--- config.mk ---
export PLATFORM = sky130hd
export DESIGN_NAME = tpnr_ctrl
export DESIGN_NICKNAME = d
export VERILOG_FILES = /design/src/rtl/tpnr_pkg.sv /design/src/rtl/tpnr_ctrl.sv
export VERILOG_INCLUDE_DIRS = /design/src /design/src/rtl
export SDC_FILE = /design/constraint.sdc
export NUM_CORES = 1
export LEC_CHECK = 0
export BUFFER_PORTS_ARGS = -buffer_cell sky130_fd_sc_hd__clkbuf_2
export CAP_MARGIN = 40
export CORE_AREA = 2 2 39 41
export DETAILED_ROUTE_END_ITERATION = 8
export DIE_AREA = 0 0 41 43
export GPL_TIMING_DRIVEN = 1
export HOLD_SLACK_MARGIN = 0.12
export SYNTH_ARGS = -nofsm -noshare
export SYNTH_HDL_FRONTEND = slang
export SYNTH_SLANG_ARGS = --single-unit
--- constraint.sdc ---
create_clock -name clk_i -period 1.1 [get_ports clk_i]
set_input_delay 0.055 -clock clk_i [delete_from_list [all_inputs] [get_ports clk_i]]
set_output_delay 0.055 -clock clk_i [all_outputs]
set_load 0.1 [all_outputs]
--- src/rtl/texture_pot_nearest_rescale_assert.svh ---
// Assertion macros for the texture rescaler.
// Included by the modules that carry concurrent checks; needs nothing else.
`ifndef TEXTURE_POT_NEAREST_RESCALE_ASSERT_SVH
`define TEXTURE_POT_NEAREST_RESCALE_ASSERT_SVH
`ifndef SYNTHESIS
// Check that a property holds at every rising clock edge out of reset.
`define TPNR_ASSERT(lbl, clk, rst_n, prop) \
  lbl: assert property (@(posedge clk) disable iff (!rst_n) prop) \
    else $error("texture rescaler check failed");
// Check that a condition never holds at a rising clock edge out of reset.
`define TPNR_ASSERT_NEVER(lbl, clk, rst_n, cond) \
  lbl: assert property (@(posedge clk) disable iff (!rst_n) !(cond)) \
    else $error("texture rescaler forbidden condition seen");
`else
`define TPNR_ASSERT(lbl, clk, rst_n, prop)
`define TPNR_ASSERT_NEVER(lbl, clk, rst_n, cond)
`endif
`endif

--- src/rtl/tpnr_pkg.sv ---
// Shared types, constants and helper functions of the texture rescaler.
// No dependencies; imported by every module of the block.
`timescale 1ns / 1ps
`default_nettype none

package tpnr_pkg;

  // Defaults for the top-level parameters
  localparam int unsigned MAX_SRC_TEXELS_DEF = 4096;
  localparam int unsigned MAX_OUT_DIM_DEF    = 128;
  localparam int unsigned MIN_OUT_DIM_DEF    = 8;

  // Field widths
  localparam int unsigned DIM_W   = 9;
  localparam int unsigned IDX_W   = 16;
  localparam int unsigned TEXEL_W = 16;
  localparam int unsigned LOG_W   = 4;
  // Source index: width * row + column stays below 2^18
  localparam int unsigned SRC_W   = 19;

  // Configuration port
  localparam int unsigned CFG_IDX_W = 1;
  localparam logic [CFG_IDX_W-1:0] REG_SRC_WIDTH  = 1'd0;
  localparam logic [CFG_IDX_W-1:0] REG_SRC_HEIGHT = 1'd1;
  localparam logic [DIM_W-1:0] SRC_DIM_RESET = 9'd8;

  // Opcodes
  localparam logic OP_WRITE = 1'b0;
  localparam logic OP_READ  = 1'b1;

  typedef struct packed {
    logic               opcode;
    logic [IDX_W-1:0]   texel_index;
    logic [TEXEL_W-1:0] texel_in;
  } in_item_t;

  typedef struct packed {
    logic [TEXEL_W-1:0] texel_out;
    logic [DIM_W-1:0]   out_width;
    logic [DIM_W-1:0]   out_height;
    logic               was_rescaled;
    logic               read_error;
  } out_item_t;

  typedef enum logic [2:0] {
    ST_IDLE,
    ST_DIM,
    ST_MUL,
    ST_INDEX,
    ST_READ,
    ST_OUT
  } ctrl_state_e;

  // Commands from the controller to the datapath
  typedef struct packed {
    logic load;    // capture the incoming word
    logic wr;      // write the incoming texel into the store
    logic dim;     // work out output size and row/column
    logic mul;     // scale row and column
    logic index;   // form the source index and check it
    logic rd;      // read the store
  } dp_cmd_t;

  // Smallest lg with 2^lg >= v; 0 for v of 0 or 1
  function automatic logic [LOG_W-1:0] ceil_log2(input logic [DIM_W-1:0] v);
    logic [LOG_W-1:0] lg;
    lg = '0;
    for (int i = 0; i < DIM_W; i++) begin
      if ({1'b0, v} > ((DIM_W+1)'(1) << i)) begin
        lg = LOG_W'(i + 1);
      end
    end
    return lg;
  endfunction

  function automatic logic is_pow2(input logic [DIM_W-1:0] v);
    return (v & (v - DIM_W'(1))) == '0;
  endfunction

endpackage

`default_nettype wire

--- src/rtl/tpnr_ctrl.sv ---
// Controller of the texture rescaler: issues writes and sequences one read through the datapath.
// Depends on tpnr_pkg and the assertion macro header.
`timescale 1ns / 1ps
`default_nettype none
`include "texture_pot_nearest_rescale_assert.svh"

module tpnr_ctrl
  import tpnr_pkg::*;
(
  input  wire logic clk_i,
  input  wire logic rst_ni,
  input  wire logic start_i,
  input  wire logic opcode_i,
  output logic      busy_o,
  output logic      done_o,
  output dp_cmd_t   cmd_o
);

  ctrl_state_e state_q, state_d;
  logic        accept;

  assign accept = start_i && !busy_o;

  // State register
  always_ff @(posedge clk_i or negedge rst_ni) begin
    if (!rst_ni) begin
      state_q <= ST_IDLE;
    end else begin
      state_q <= state_d;
    end
  end

  // Next state and commands
  always_comb begin
    state_d = state_q;
    cmd_o   = '0;
    busy_o  = 1'b1;
    done_o  = 1'b0;
    case (state_q)
      ST_IDLE: begin
        busy_o = 1'b0;
        if (start_i) begin
          cmd_o.load = 1'b1;
          if (opcode_i == OP_WRITE) begin
            cmd_o.wr = 1'b1;
          end else begin
            state_d = ST_DIM;
          end
        end
      end
      ST_DIM: begin
        cmd_o.dim = 1'b1;
        state_d   = ST_MUL;
      end
      ST_MUL: begin
        cmd_o.mul = 1'b1;
        state_d   = ST_INDEX;
      end
      ST_INDEX: begin
        cmd_o.index = 1'b1;
        state_d     = ST_READ;
      end
      ST_READ: begin
        cmd_o.rd = 1'b1;
        state_d  = ST_OUT;
      end
      ST_OUT: begin
        done_o  = 1'b1;
        state_d = ST_IDLE;
      end
      default: begin
        state_d = ST_IDLE;
      end
    endcase
  end

  // A read answers with done_o once its datapath steps are through, a write never answers
  `TPNR_ASSERT(a_read_latency, clk_i, rst_ni, (accept && opcode_i == OP_READ) |-> ##5 done_o)
  `TPNR_ASSERT(a_write_stays_idle, clk_i, rst_ni,
               (accept && opcode_i == OP_WRITE) |=> (!busy_o && !done_o))
  `TPNR_ASSERT(a_done_single, clk_i, rst_ni, done_o |=> !done_o)
  `TPNR_ASSERT_NEVER(a_cmd_when_idle, clk_i, rst_ni,
                     !busy_o && (cmd_o.dim || cmd_o.mul || cmd_o.index || cmd_o.rd))

endmodule

`default_nettype wire

# --- After elaboration in Yosys (flattened, before gate mapping) ---
# Cells that the tools add are included.
word_totals:
  ff_bits: 3
  latch_bits: 0
  ram_bits: 0
  romBits: 0
  in_bits: 4
  out_inout_bits: 8
  mem_count: 0
classes:
  add_sub_neg: 0
  multipliers: 0
  div_mod_pow: 0
  n_lt_le_gt_ge: 0
  n_eq_ne: 7
  n_shift: 0
  muxes: 12
  n_bitwise: 0
  n_reduce_logical: 2
ops:
  columns: ["operator", "count"]
  rows:
  - ["3-bit one-hot mux with 5 select lines", 1]
  - ["1-bit two-way mux", 7]
  - ["3-bit by 2-bit equality test with 1-bit output, second input constant", 2]
  - ["3-bit equality test, second input constant", 2]
  - ["3-bit two-way mux", 2]
  - ["2-bit two-way mux", 2]
  - ["2-bit != test, second input constant", 2]
  - ["3-bit by 1-bit equality test with 1-bit output, second input constant", 1]
  - ["3-bit zero test", 1]
  - ["2-bit AND reduction", 1]

# --- Logic depth before layout (Yosys ltp) ---
logic_depth:
  word_depth: 3
  depth_mapped: 3

# --- Worst setup path before layout ---
# OpenSTA, ideal clock, no wires.
synth_timing:
  path_type: "reg-to-output"
  startpoint: "register state_q[0]"
  endpoint: "output port cmd_o[4] (netlist name)"
  t_arrival_ns: 3.068
  required_time_ns: 1.045
  path_slack_ns: -2.023
  stages_incl_launch_ff: 4
  path_cell_list: "dfrtp_1 > buf_4 > nor4b_4 > nor2b_1"
synth_lines:
  columns: ["item", "line", "rtl"]
  rows:
  - ["start, declared", "tpnr_ctrl.sv:19", "ctrl_state_e state_q, state_d;"]
  - ["start signal, assigned", "tpnr_ctrl.sv:29", "state_q <= state_d;"]
  - ["end, declared", "tpnr_ctrl.sv:16", "output dp_cmd_t cmd_o"]

==> impl_results.md <==
- Outcome: complete, but fails checks
- Failing checks: setup timing
- CP Class: flip-flop to primary output
- Initial Util: ~16%
- Critical Path RT: approximately 1.0 ns
- RePlAce Congestion: 0.636
- Crit-path max FO: 4
- First-pass GRT wire length: ~1.0 mm
- CTS tree: yes
- P&R area growth vs syn: 152%
- Synth warnings: 0
- Least-Margin Pin Slew: between 0.2 and 0.25 ns
- Synthesized area per cell: between 10 and 15 um^2
- CP Capture Type: primary output
- Antenna-violating nets left: 0
- Via density: roughly 4.0
- Final Hold Viols: 0
- Clock latency on the worst-skew pair: 0.23 ns
- Core ar.: roughly 0.0014 mm^2
- Regs by FF count: state_q: 3 flops
- Placed wire-length estimate: roughly 500 um
- Layout Skew: 0.00367 ns
- Port bufs: 11
- Max clock buf depth: 2
- Fmax: approximately 700 MHz
- GRT Residual Overflow: 0
- Min cycle time layout: 1.40 ns
- Arrival time worst endpoint: roughly 1.3 ns
- Pre-CTS WS: -0.123 ns
- Share of cells above drive strength 1: between 80% and 90%
- CTS Sinks: 3
- Reg2Reg Launch Point: state_q[0]
- Root Driver: clkbuf_4
- Syn Nets: 24
- Crit-path slowest cell: dfrtp_2
- Worst Hold Class: input port to async pin
- Gr usage total: 8.84%
- Most flop-heavy register: state_q
- Max Slew Vio Count: 0
- #FFs+latches synth: 3
- GR Util met3: approximately 3.1%
- N_diodes: 0
- Worst-path clk slew: ~0.04 ns
- Initial antenna violation count: 0
- Period utilisation layout: 127%
- Pin count of the biggest net entering global routing: 8
- Worst reg2reg setup slack: -0.04 ns
- CP max stage delay: roughly 0.43 ns
- Commonest non-fill, non-tap cell in the layout: buf_12
- Row cnt: 14
- Cts bufs inserted: 3
- Die Ht: 43 um
- Die width: 41 um
- CP Cell Sequence: nor4b_4 -> nor2b_4 -> buf_12
- Net count, final: 44
- Max FFs per register: 3
- Crit start category: flip-flop
- Slew margin rel.: a little under nine tenths
- Drc violations: 0
- Fin worst setup slack: -0.299 ns
- # IOs: 12
- Sequential area share after synthesis: a little over a third
- Vias in the first global route: about 240
- Setup violations, final: 9
- M1 GR Usage: 11.3%
- Grt met2 use: between 10% and 20%
- CP bufs+invs: 1
- Distinct cells, synth: 14
- Family with the most delay on the worst path: simple AND/OR/NAND/NOR gates
- Worst Setup SP: state_q[1]
- Initial DRC count: 1
- Die area: roughly 0.0018 mm^2
- Vias after detailed routing: between 200 and 250
- Mapped Area: approximately 220 um^2
- Mapped Cells: 20
- Routed WL: about 660 um
- Busiest metal layer after global routing: met1
- Routed WL per cell: approximately 12 um
- CTS H-Tree Depth: 1
- Max-Cap Viols: 0
- Router iterations before antenna repair: 3
- RSZ-0062 raised after global routing: true
kinds of logic (layout without fill, tap and decap cells):
kind of cell / count (synthesis) / in the layout / synth area share [%]
AOI/OAI and AO/OA: 2 / 2 / 6.97
xor gates and xnor gates: 1 / 1 / 4.07
buffers and inverters: 3 / 22 / 12.2
DFF: 3 / 3 / 34.9
and+or+nand+nor: 11 / 11 / 41.9
what timing repair did:
action | in CTS | in global routing
pin swaps | 2 | 6
cloned | 0 | 0
hold buffers | 1 | 0
resized for setup | 6 | 7
endpoints found under the setup margin | 9 | 10
endpoints found under the hold margin | 3 | 0
setup buffers | 0 | 2
path summary, 6_finish.rpt:
path                            cells past startpoint    endpoint
worst min-delay path                                2  state_q[1]
worst min register to register                      2  state_q[0]
min in group clk_i                                  3  state_q[0]
worst max register to register                      3  state_q[2]
worst max-delay path                                3    cmd_o[4]
max in group asynchronous                           2  state_q[2]
final cells by class:
type,instances,area [um^2]
Clock buffer,4,26.3
Fill cell,132,841
Multi-Input combinational cell,14,176
Sequential cell,3,78.8
Tap cell,16,20.0
Timing Repair Buffer,18,241
through the flow:
stage	TNS, ns	std cells	util (%)	hold slack, ns	cell area [um^2]
finish	-1.85	55	39.2	0.157	543
global route	-2.29	55	39.2	0.174	543
CTS	-2.03	53	35.8	0.155	495
detailed placement	-0.567	48	31.9	-0.145	442
global placement	-0.335	48	31.9	-0.141	442
floorplan	-5.03	20	-	-0.241	246
synth_stat cells:
| cell | number | share of area [%] |
|---|---|---|
| nand2_1 | 1 | 1.7 |
| or2_1 | 1 | 2.9 |
| nor3b_2 | 1 | 5.8 |
| nor2_1 | 2 | 3.5 |
| nor2b_1 | 1 | 2.9 |
| xnor2_1 | 1 | 4.1 |
| and3b_1 | 1 | 4.1 |
| nor3b_1 | 2 | 7.0 |
| a211oi_1 | 2 | 7.0 |
| dfrtp_1 | 3 | 35 |
| nor4b_4 | 1 | 11 |
| buf_4 | 2 | 7.0 |
| buf_6 | 1 | 5.2 |
| or3_1 | 1 | 2.9 |
metal layers:
metal  wire length, um  vias up  share of wire, %
met5                 0        -                 0
met2               331       11                50
li1                  -      105                 -
met1               262      106                40
met4                 0        0                 0
met3                63        0               9.6
Power is left out: the tool's default activity adds up to more than one toggle a clock period on the data nets, which glitch-free logic cannot reach.
